**config.mk**
```make
export PLATFORM = sky130hd
export DESIGN_NAME = char_lcd_nibble_writer
export DESIGN_NICKNAME = d
export VERILOG_FILES = /design/src/rtl/core/lcdnw_pkg.sv /design/src/rtl/core/lcdnw_ctrl.sv /design/src/rtl/core/lcdnw_datapath.sv /design/src/rtl/core/char_lcd_nibble_writer.sv
export SDC_FILE = /design/constraint.sdc
export NUM_CORES = 1
export LEC_CHECK = 0
export BUFFER_PORTS_ARGS = -buffer_cell sky130_fd_sc_hd__buf_2
export CELL_PAD_IN_SITES_DETAIL_PLACEMENT = 1
export CELL_PAD_IN_SITES_GLOBAL_PLACEMENT = 2
export CORE_ASPECT_RATIO = 1.2
export CORE_MARGIN = 1.5
export CORE_UTILIZATION = 39
export CTS_BUF_LIST = sky130_fd_sc_hd__clkbuf_16
export CTS_CLUSTER_DIAMETER = 200
export DETAILED_ROUTE_END_ITERATION = 8
export PLACE_DENSITY_LB_ADDON = 0.1
export SLEW_MARGIN = 5
export SYNTH_ARGS = -nofsm -noshare
export SYNTH_HDL_FRONTEND = slang
export SYNTH_SLANG_ARGS = --single-unit
```
**constraint.sdc**
```tcl
create_clock -name aclk -period 6.3 [get_ports aclk]
set_input_delay 0.63 -clock aclk [delete_from_list [all_inputs] [get_ports aclk]]
set_output_delay 0.63 -clock aclk [all_outputs]
set_load 0.01 [all_outputs]
```
**src/rtl/core/lcdnw_pkg.sv**
```systemverilog
// Shared types and constants for the character LCD nibble writer.
package lcdnw_pkg;

    localparam int unsigned MAX_DIGITS_DEF = 10;

    localparam logic [7:0]  SET_ADDR_CMD = 8'h80;
    localparam logic [7:0]  LINE2_BASE   = 8'h40;
    localparam logic [7:0]  CLEAR_CMD    = 8'h01;
    localparam logic [7:0]  ASCII_ZERO   = 8'h30;

    // Divide by ten: q = (v * RECIP10) >> RECIP_SHIFT for any 32-bit v
    localparam logic [31:0] RECIP10      = 32'hCCCC_CCCD;
    localparam int unsigned RECIP_SHIFT  = 35;
    localparam int unsigned QUOT_W       = 64 - RECIP_SHIFT;

    typedef enum logic [2:0] {
        CMD_CHAR     = 3'd0,
        CMD_CHAR_POS = 3'd1,
        CMD_NUM      = 3'd2,
        CMD_NUM_POS  = 3'd3,
        CMD_CLEAR    = 3'd4
    } cmd_t;

    typedef enum logic [1:0] {
        SRC_ADDR  = 2'd0,
        SRC_CHAR  = 2'd1,
        SRC_DIGIT = 2'd2,
        SRC_CLEAR = 2'd3
    } src_t;

    typedef struct packed {
        logic load_req;
        logic div_mul;
        logic div_upd;
        logic out_load;
        logic out_hi;
        logic out_last;
        src_t src;
        logic rd_dec;
    } ctl_cmd_t;

    typedef struct packed {
        cmd_t cmd;
        logic line_ok;
        logic div_last;
        logic digit_zero;
        logic out_free;
    } ctl_sts_t;

endpackage

```
**src/rtl/core/lcdnw_ctrl.sv**
```systemverilog
// Sequencing state machine for the character LCD nibble writer.
module lcdnw_ctrl (
    input  logic                aclk,
    input  logic                aresetn,
    input  logic                in_valid,
    output logic                in_ready,
    input  lcdnw_pkg::ctl_sts_t sts_i,
    output lcdnw_pkg::ctl_cmd_t cmd_o
);

    typedef enum logic [2:0] {
        ST_IDLE,
        ST_DECODE,
        ST_DIV_MUL,
        ST_DIV_UPD,
        ST_EMIT_HI,
        ST_EMIT_LO
    } state_t;

    state_t            state_reg, state_next;
    lcdnw_pkg::src_t   src_reg, src_next;

    always_comb begin
        cmd_o      = '0;
        cmd_o.src  = src_reg;
        in_ready   = 1'b0;
        state_next = state_reg;
        src_next   = src_reg;
        unique case (state_reg)
            ST_IDLE: begin
                in_ready = 1'b1;
                if (in_valid) begin
                    cmd_o.load_req = 1'b1;
                    state_next     = ST_DECODE;
                end
            end
            ST_DECODE: begin
                unique case (sts_i.cmd)
                    lcdnw_pkg::CMD_CHAR: begin
                        src_next   = lcdnw_pkg::SRC_CHAR;
                        state_next = ST_EMIT_HI;
                    end
                    lcdnw_pkg::CMD_CHAR_POS: begin
                        src_next   = sts_i.line_ok ? lcdnw_pkg::SRC_ADDR : lcdnw_pkg::SRC_CHAR;
                        state_next = ST_EMIT_HI;
                    end
                    lcdnw_pkg::CMD_NUM, lcdnw_pkg::CMD_NUM_POS: begin
                        state_next = ST_DIV_MUL;
                    end
                    lcdnw_pkg::CMD_CLEAR: begin
                        src_next   = lcdnw_pkg::SRC_CLEAR;
                        state_next = ST_EMIT_HI;
                    end
                    default: begin
                        state_next = ST_IDLE;
                    end
                endcase
            end
            ST_DIV_MUL: begin
                cmd_o.div_mul = 1'b1;
                state_next    = ST_DIV_UPD;
            end
            ST_DIV_UPD: begin
                cmd_o.div_upd = 1'b1;
                if (sts_i.div_last) begin
                    src_next   = (sts_i.cmd == lcdnw_pkg::CMD_NUM_POS && sts_i.line_ok)
                               ? lcdnw_pkg::SRC_ADDR : lcdnw_pkg::SRC_DIGIT;
                    state_next = ST_EMIT_HI;
                end else begin
                    state_next = ST_DIV_MUL;
                end
            end
            ST_EMIT_HI: begin
                if (sts_i.out_free) begin
                    cmd_o.out_load = 1'b1;
                    cmd_o.out_hi   = 1'b1;
                    state_next     = ST_EMIT_LO;
                end
            end
            ST_EMIT_LO: begin
                if (sts_i.out_free) begin
                    cmd_o.out_load = 1'b1;
                    unique case (src_reg)
                        lcdnw_pkg::SRC_ADDR: begin
                            src_next   = (sts_i.cmd == lcdnw_pkg::CMD_CHAR_POS)
                                       ? lcdnw_pkg::SRC_CHAR : lcdnw_pkg::SRC_DIGIT;
                            state_next = ST_EMIT_HI;
                        end
                        lcdnw_pkg::SRC_DIGIT: begin
                            if (sts_i.digit_zero) begin
                                cmd_o.out_last = 1'b1;
                                state_next     = ST_IDLE;
                            end else begin
                                cmd_o.rd_dec = 1'b1;
                                state_next   = ST_EMIT_HI;
                            end
                        end
                        lcdnw_pkg::SRC_CHAR, lcdnw_pkg::SRC_CLEAR: begin
                            cmd_o.out_last = 1'b1;
                            state_next     = ST_IDLE;
                        end
                    endcase
                end
            end
            default: begin
                state_next = ST_IDLE;
            end
        endcase
    end

    always_ff @(posedge aclk) begin
        if (!aresetn) begin
            state_reg <= ST_IDLE;
            src_reg   <= lcdnw_pkg::SRC_CHAR;
        end else begin
            state_reg <= state_next;
            src_reg   <= src_next;
        end
    end

`ifndef SYNTHESIS
    a_load_when_free: assert property (@(posedge aclk) disable iff (!aresetn)
        cmd_o.out_load |-> sts_i.out_free)
        else $error("output register loaded while occupied");
    a_last_is_low: assert property (@(posedge aclk) disable iff (!aresetn)
        cmd_o.out_last |-> (cmd_o.out_load && !cmd_o.out_hi))
        else $error("final flag on a high nibble");
    a_accept_decodes: assert property (@(posedge aclk) disable iff (!aresetn)
        (in_valid && in_ready) |=> (state_reg == ST_DECODE))
        else $error("accepted item not decoded");
`endif

endmodule

```
**src/rtl/core/lcdnw_datapath.sv**
```systemverilog
// Request registers, divide-by-ten unit, digit store and output register.
module lcdnw_datapath #(
    parameter int unsigned MAX_DIGITS = lcdnw_pkg::MAX_DIGITS_DEF
) (
    input  logic                aclk,
    input  logic                aresetn,
    input  logic [2:0]          s_tuser,
    input  logic [47:0]         s_tdata,
    output logic                m_tvalid,
    input  logic                m_tready,
    output logic [7:0]          m_tdata,
    output logic                m_tuser,
    output logic                m_tlast,
    input  lcdnw_pkg::ctl_cmd_t cmd_i,
    output lcdnw_pkg::ctl_sts_t sts_o
);

    localparam int unsigned CNT_W = $clog2(MAX_DIGITS + 1);
    localparam int unsigned IDX_W = (MAX_DIGITS > 1) ? $clog2(MAX_DIGITS) : 1;
    localparam int unsigned Q_W   = lcdnw_pkg::QUOT_W;

    lcdnw_pkg::cmd_t    cmd_reg;
    logic [1:0]         line_reg;
    logic [5:0]         column_reg;
    logic [7:0]         char_reg;
    logic [31:0]        value_reg;
    logic [Q_W-1:0]     quot_reg;
    logic [CNT_W-1:0]   dcount_reg;
    logic [IDX_W-1:0]   rd_idx_reg;
    logic [3:0]         digit_store [MAX_DIGITS];

    logic               out_valid_reg;
    logic [3:0]         out_nib_reg;
    logic               out_rs_reg;
    logic               out_last_reg;

    logic [63:0]        prod_full;
    logic [3:0]         rem_digit;
    logic [7:0]         addr_byte;
    logic [7:0]         cur_byte;
    logic               cur_rs;

    assign prod_full = {32'b0, value_reg} * {32'b0, lcdnw_pkg::RECIP10};
    assign rem_digit = value_reg[3:0] - ({quot_reg[0], 3'b0} + {quot_reg[2:0], 1'b0});
    assign addr_byte = lcdnw_pkg::SET_ADDR_CMD
                     + (line_reg[0] ? lcdnw_pkg::LINE2_BASE : 8'h00)
                     + {2'b00, column_reg};

    always_comb begin
        unique case (cmd_i.src)
            lcdnw_pkg::SRC_ADDR:  cur_byte = addr_byte;
            lcdnw_pkg::SRC_CHAR:  cur_byte = char_reg;
            lcdnw_pkg::SRC_DIGIT: cur_byte = lcdnw_pkg::ASCII_ZERO + {4'b0, digit_store[rd_idx_reg]};
            lcdnw_pkg::SRC_CLEAR: cur_byte = lcdnw_pkg::CLEAR_CMD;
        endcase
        cur_rs = (cmd_i.src == lcdnw_pkg::SRC_CHAR) || (cmd_i.src == lcdnw_pkg::SRC_DIGIT);
    end

    always_ff @(posedge aclk) begin
        if (!aresetn) begin
            value_reg     <= '0;
            dcount_reg    <= '0;
            rd_idx_reg    <= '0;
            out_valid_reg <= 1'b0;
        end else begin
            if (cmd_i.load_req) begin
                value_reg  <= s_tdata[47:16];
                dcount_reg <= '0;
            end
            if (cmd_i.div_upd) begin
                value_reg <= {{(32 - Q_W){1'b0}}, quot_reg};
                if (dcount_reg < CNT_W'(MAX_DIGITS)) begin
                    dcount_reg <= dcount_reg + 1'b1;
                    rd_idx_reg <= dcount_reg[IDX_W-1:0];
                end
            end
            if (cmd_i.rd_dec) begin
                rd_idx_reg <= rd_idx_reg - 1'b1;
            end
            if (cmd_i.out_load) begin
                out_valid_reg <= 1'b1;
            end else if (m_tready) begin
                out_valid_reg <= 1'b0;
            end
        end
    end

    always_ff @(posedge aclk) begin
        if (cmd_i.load_req) begin
            cmd_reg    <= lcdnw_pkg::cmd_t'(s_tuser);
            line_reg   <= s_tdata[1:0];
            column_reg <= s_tdata[7:2];
            char_reg   <= s_tdata[15:8];
        end
        if (cmd_i.div_mul) begin
            quot_reg <= prod_full[63:lcdnw_pkg::RECIP_SHIFT];
        end
        if (cmd_i.div_upd && dcount_reg < CNT_W'(MAX_DIGITS)) begin
            digit_store[dcount_reg[IDX_W-1:0]] <= rem_digit;
        end
        if (cmd_i.out_load) begin
            out_nib_reg  <= cmd_i.out_hi ? cur_byte[7:4] : cur_byte[3:0];
            out_rs_reg   <= cur_rs;
            out_last_reg <= cmd_i.out_last;
        end
    end

    assign sts_o.cmd        = cmd_reg;
    assign sts_o.line_ok    = ~line_reg[1];
    assign sts_o.div_last   = (quot_reg == '0);
    assign sts_o.digit_zero = (rd_idx_reg == '0);
    assign sts_o.out_free   = ~out_valid_reg | m_tready;

    assign m_tvalid = out_valid_reg;
    assign m_tdata  = {4'b0, out_nib_reg};
    assign m_tuser  = out_rs_reg;
    assign m_tlast  = out_last_reg;

`ifndef SYNTHESIS
    a_count_bound: assert property (@(posedge aclk) disable iff (!aresetn)
        dcount_reg <= CNT_W'(MAX_DIGITS))
        else $error("digit count beyond store depth");
    a_read_below_count: assert property (@(posedge aclk) disable iff (!aresetn)
        (dcount_reg != '0) |-> ({1'b0, rd_idx_reg} < {1'b0, dcount_reg}))
        else $error("digit read index outside written range");
    a_upd_after_mul: assert property (@(posedge aclk) disable iff (!aresetn)
        cmd_i.div_upd |-> $past(cmd_i.div_mul))
        else $error("quotient used before it was formed");
`endif

endmodule

```
**src/rtl/core/char_lcd_nibble_writer.sv**
```systemverilog
// Top level of the character LCD nibble writer.
// Each accepted request is turned into the 4-bit nibble stream of an HD44780-style display,
// high nibble of every byte first; m_tuser is the register-select flag (0 command, 1 data)
// and m_tlast marks the request's final nibble. A request is accepted, then decoded, then
// its nibbles go out one per cycle while the output side keeps taking them. Number requests
// first run a divide-by-ten loop of two steps per decimal digit (a 32 by 32 reciprocal
// multiply, then the digit and quotient update). Unused request codes are accepted and
// produce no items. One request is handled at a time.
module char_lcd_nibble_writer #(
    parameter int unsigned MAX_DIGITS = lcdnw_pkg::MAX_DIGITS_DEF
) (
    input  logic        aclk,
    input  logic        aresetn,
    input  logic        s_tvalid,
    output logic        s_tready,
    input  logic [47:0] s_tdata,   // line[1:0], column[7:2], char_code[15:8], number[47:16]
    input  logic [2:0]  s_tuser,   // cmd[2:0]
    output logic        m_tvalid,
    input  logic        m_tready,
    output logic [7:0]  m_tdata,   // nibble[3:0], zero[7:4]
    output logic        m_tuser,   // reg_select[0]
    output logic        m_tlast
);

    lcdnw_pkg::ctl_cmd_t ctl_cmd;
    lcdnw_pkg::ctl_sts_t ctl_sts;

    lcdnw_ctrl u_ctrl (
        .aclk     (aclk),
        .aresetn  (aresetn),
        .in_valid (s_tvalid),
        .in_ready (s_tready),
        .sts_i    (ctl_sts),
        .cmd_o    (ctl_cmd)
    );

    lcdnw_datapath #(
        .MAX_DIGITS (MAX_DIGITS)
    ) u_datapath (
        .aclk     (aclk),
        .aresetn  (aresetn),
        .s_tuser  (s_tuser),
        .s_tdata  (s_tdata),
        .m_tvalid (m_tvalid),
        .m_tready (m_tready),
        .m_tdata  (m_tdata),
        .m_tuser  (m_tuser),
        .m_tlast  (m_tlast),
        .cmd_i    (ctl_cmd),
        .sts_o    (ctl_sts)
    );

endmodule

```
==> Word level (Yosys, flattened, before mapping) <==
Memory sizes are Yosys's and may differ from the RTL's. A register that Yosys moved wholly into a read port is not among the register bits.
Index checks and enable logic that the tools add are counted.
{ "op_classes": {"n_eq_ne": 18, "addsub": 7, "order_cmp": 1, "n_reduce_logical": 21, "mul": 1, "n_mux": 48, "bitwise_logic": 4} }
{ "ops": {"columns": ["operator", "n"], "rows": [
  ["multiplier 32 x 32 -> 64 bit (second input constant)", 1],
  ["2-to-1 mux 29 bit", 2],
  ["2-to-1 mux 4 bit", 9],
  ["one-hot mux 8 bit (4 select lines)", 1],
  ["zero test 29 bit", 1],
  ["one-hot mux 3 bit (6 select lines)", 1],
  ["2-to-1 mux 1 bit", 17],
  ["2-to-1 mux 3 bit", 5],
  ["== test 3 x 2 -> 1 bit (second input constant)", 4],
  ["2-to-1 mux 2 bit", 6],
  ["one-hot mux 2 bit (3 select lines)", 2],
  ["inequality test 2 bit (second input constant)", 5],
  ["== test 3 bit (second input constant)", 3],
  ["one-hot mux 3 bit (3 select lines)", 1],
  ["adder 8 x 6 -> 8 bit", 1],
  ["adder 8 bit (first input constant)", 1],
  ["nonzero test 2 bit", 4],
  ["adder 6 x 4 -> 7 bit (first input constant)", 1],
  ["2-to-1 mux 7 bit", 1],
  ["== test 3 x 1 -> 1 bit (second input constant)", 2],
  ["zero test 3 bit", 2],
  ["one-hot mux 3 bit (2 select lines)", 1],
  ["OR reduction 2 bit", 3],
  ["AND reduction 5 bit", 1],
  ["19 further kinds", 25]
]} }
{ "word_totals": {"output_inout_bits": 12, "ramBits": 40, "memories": 1, "in_bits": 55, "wordCells": 116, "reg_bits": 100} }
{ "memory_table": {"columns": ["memory", "depth", "width", "read_ports", "rd_ports_with_merged_regs", "write_ports", "line", "text"], "rows": [
  ["u_datapath.digit_store", 10, 4, 1, 1, 1, "lcdnw_datapath.sv:30", "logic [3:0] digit_store [MAX_DIGITS];"]
]} }

==> Longest topological paths before layout <==
{ "depth": {"word_depth": 9, "depth_mapped": 26, "depth_no_buf": 25} }

==> By module <==
A second synthesis with hierarchy kept.
{ "hier_totals": {"cells_unflattened": 2217, "hier_area_um2": 23067.1} }
{ "modules_own_cells": {"columns": ["mod", "area_per_inst_um2", "cells_per_inst", "seq_area_each_um2", "instances"], "rows": [
  ["lcdnw_datapath", 22640.5, 2168, 3723.6, 1],
  ["lcdnw_ctrl", 426.7, 49, 100.1, 1]
]} }

==> Worst setup path after synthesis <==
OpenSTA, ideal clock, no wires.
{ "synth_timing": {"path_kind": "reg2reg", "start": "register u_datapath.value_reg[20]", "end": "register u_datapath.quot_reg[28] (data pin)", "stages_incl_launch_ff": 26, "setup_slack_ns": -0.546, "arrival_ns": 6.587, "n_path_buf": 1, "setup_time_ns": 0.259, "required_ns": 6.041, "synth_period_minus_slack_ns": 6.846, "path_cell_list": "dfxtp_1 -> ha_1 -> inv_1 -> fa_1 -> inv_1 -> fa_1 -> inv_1 -> fa_1 -> inv_1 -> fa_1 -> fa_1 -> fa_1 -> inv_1 -> fa_1 -> inv_1 -> ha_1 -> nand2_1 -> nor3_2 -> nand2_1 -> o21ai_0 -> o21ai_1 -> o2111a_1 -> or3_1 -> buf_2 -> o31a_1 -> a211o_1"} }
{ "synth_between": {"elab_chain_cells": 1} }
{ "synth_lines": {"columns": ["item", "line", "text"], "rows": [
  ["from (decl)", "lcdnw_datapath.sv:26", "logic [31:0] value_reg;"],
  ["from (signal assigned)", "lcdnw_datapath.sv:67", "value_reg <= s_tdata[47:16];"],
  ["from (signal assigned)", "lcdnw_datapath.sv:71", "value_reg <= {{(32 - Q_W){1'b0}}, quot_reg};"],
  ["multiplier 32 x 32 -> 64 bit", "lcdnw_datapath.sv:43", "assign prod_full = {32'b0, value_reg} * {32'b0, lcdnw_pkg::RECIP10};"],
  ["net u_datapath.prod_full[63]", "lcdnw_datapath.sv:37", "logic [63:0] prod_full;"],
  ["to (signal assigned)", "lcdnw_datapath.sv:96", "quot_reg <= prod_full[63:lcdnw_pkg::RECIP_SHIFT];"],
  ["to (decl)", "lcdnw_datapath.sv:27", "logic [Q_W-1:0] quot_reg;"]
]} }
The timed path passes the listed nets, and every way through them passes these cells.
A chain may end at the register's enable or synchronous reset.

==> Worst setup path in the final report <==
{ "layout_timing": {"start": "register u_datapath.value_reg[19]", "end": "register u_datapath.quot_reg[26] (data pin)"} }
Same word-level chain as after synthesis.

==> metrics.txt <==
Detail Route Antenna Nets=0; Synth Flop Type=edfxtp_1; Design Area, Final=29,800 um2; Max Freq=141 MHz; Syn Inst Count=2,219; Final period util=113%; number of CTS-inserted buffers=17; Die H=268 um; fin cells=3,473; Top delay family on crit path=adder cells; top cells by area, synth=fa_1 (34%), ha_1 (20%), edfxtp_1 (12%), inv_1 (9.2%), dfxtp_1 (4.4%); Post-CTS Hold Fix Bufs=0; Avg Cell Area, Syn=10.3 um2; cells along the critical path=buf_6, ha_4, inv_4, fa_1, inv_1, fa_1, inv_2, fa_1, inv_2, fa_2, fa_2, fa_2, fa_2, ha_4, nand4_1, nor3_2, o21ai_1, o211ai_1, a22oi_2, buf_12, o21ai_4, a21oi_2, or4_4, a211oi_2; Hold WS=0.360 ns; initial antenna violation count=3; synthesized area=22,800 um2; Largest stage delay, worst path=0.57 ns; Std-Cell Rows=97; Largest register FFs=40; GRT overflow=0; clock root cell=clkbuf_16; Critical Path Fanout Max=3; TritonCTS sink count=144; number of global-route vias before repair=20.5k; Worst Path Buf+Inv=6; Synth cell types=73; commonest cells in the synthesized netlist=inv_1 (558), fa_1 (387), ha_1 (360); Tot GR Track Use=29.3%; CP required=6.58 ns; count leader, synth=inv_1; vias per cell=5.09; cell mode on critical path=fa_2; worst relative slew slack=33.7%; clk_lat worst skew=0.45 ns; Yosys top cell area share=33.9%; final setup fails=29; Total Routed Length=84,700 um; Die Wd=224 um; Final #Nets=3,516; grt met1 use=34.5%; Final Max Slew Viols=0; Starting DRT DRC Count=800; GR peak layer=met2; CP max-delay cell=fa_2; CTS tree=built; crit path DAT=7.39 ns; first-pass GRT wire length=128,000 um; synthesis-to-layout area growth=30.6%; IO Port Bufs=62; largest net degree at the start of global routing=69; Crit Path Class=reg2reg; Hold Path Class=in2reg; Die ar.=60,100 um2; dpl cells=3,377; number of H-tree levels=4; Finished Core Util=51.3%; via count=17.7k; routed len/inst=24.4 um; Longest Clk Path Bufs=2; Ys Warns=0; Hold Violations, Final=0; MaxCap Viol Count=0; critical path startpoint category=register; drt drc=0; core footprint=58,100 um2; Seq/Total Area, Yosys=16.7%; FFs w/ async S/R, synth=0%; Initial Util=39.3%; status=finished with violations; share of cells above drive strength 1=30.3%; Crit. End Element=register; DR pass1 iterations=5; clock slew at reported path FFs=0.08 ns; Clock Skews=0.0191 ns; Placed Area=27,300 um2; Post-synth EDFFs=94; RePlAce Congestion=0.960; unrepaired setup endpoints after global routing=yes; Setup WS post-layout=-0.817 ns; Min Clock Period, post-route=7.12 ns; Synth Register Bits=144; met3 global-route usage=2.80%; GR Util met2=55.1%; violated checks=setup timing; most area-hungry cell type in the Yosys netlist=fa_1; IO Count=67; HPWL after detailed placement=74,700 um; slew at the pin with the worst max-slew slack=0.987 ns
[routing by layer]
layer  vias to the layer above  routed length, um
met4                         0               4260
met3                       120               2220
met1                      9204              33600
met5                         -                  0
li1                       8117                  -
met2                       250              44600
[metrics by stage]
step	setup WS [ns]	TNS (ns)
2_1_floorplan	-0.190	-0.473
3_3_place_gp	-1.24	-24.64
3_5_place_dp	-1.33	-25.85
4_1_cts	-0.740	-12.76
5_1_grt	-1.00	-20.97
6_report	-0.817	-16.82
[final timing paths]
check	start	to	slack, ns	cells after the start
min	s_tdata[3]	u_datapath.column_reg[1]$_DFFE_PP_	0.36	1
max	u_datapath.value_reg[19]$_SDFFE_PN0P_	u_datapath.quot_reg[26]$_DFFE_PP_	-0.82	24
min reg2reg	u_datapath.value_reg[11]$_SDFFE_PN0P_	u_datapath.value_reg[11]$_SDFFE_PN0P_	0.56	2
max reg2reg	u_datapath.value_reg[19]$_SDFFE_PN0P_	u_datapath.quot_reg[26]$_DFFE_PP_	-0.82	24
[area by class of cell]
type,count,area [um2]
fillers,6356,28300
multi-input cells,1473,18300
repair buffers,518,3990
flip-flops and latches,144,3900
inverters,560,2120
well taps,742,928
clock buffers,17,425
clock inverters,15,158
diodes,4,10.0
[layout by cell type (no fill, tap or decap), drive strengths merged, types with 6 or more instances in the layout]
cell,Yosys,routed
dfxtp,50,50
clkbuf,35,17
nor3b,6,6
a21o,38,38
buf,10,518
o21ai,48,48
nor2b,18,18
xnor2,40,40
nand3,17,17
and2,21,21
o21bai,13,13
mux4,8,8
nand2b,6,6
a21oi,93,93
a311oi,31,31
nor3,14,14
xor2,40,40
ha,360,360
and3,9,9
nand2,127,127
a31oi,9,9
nand4,14,14
inv,559,567
nor4,10,10
fa,387,387
edfxtp,94,94
a211oi,14,14
nor2,76,76
o211ai,7,7
mux2i,7,7
o21a,8,8
[cells by family after synthesis]
logic type	count (synthesis)	share of synthesized area, %
XOR/XNOR	80	3.07
AO/OA/AOI/OAI	293	8.48
flip-flops	144	16.7
multiplexers	17	1.19
other	1	0.0164
adder cells (fa/ha/maj)	747	53.6
AND/OR/NAND/NOR	332	6.87
buffers and inverters	605	10.0
[timing repair]
item,4_1_cts,5_1_grt
setup endpoints to repair,29,29
pin swaps,90,97
cloned,0,0
resized for setup,229,84
buffers inserted,40,30
Power is left out: the tool's default activity adds up to more than one toggle a clock period on the data nets, which glitch-free logic cannot reach.
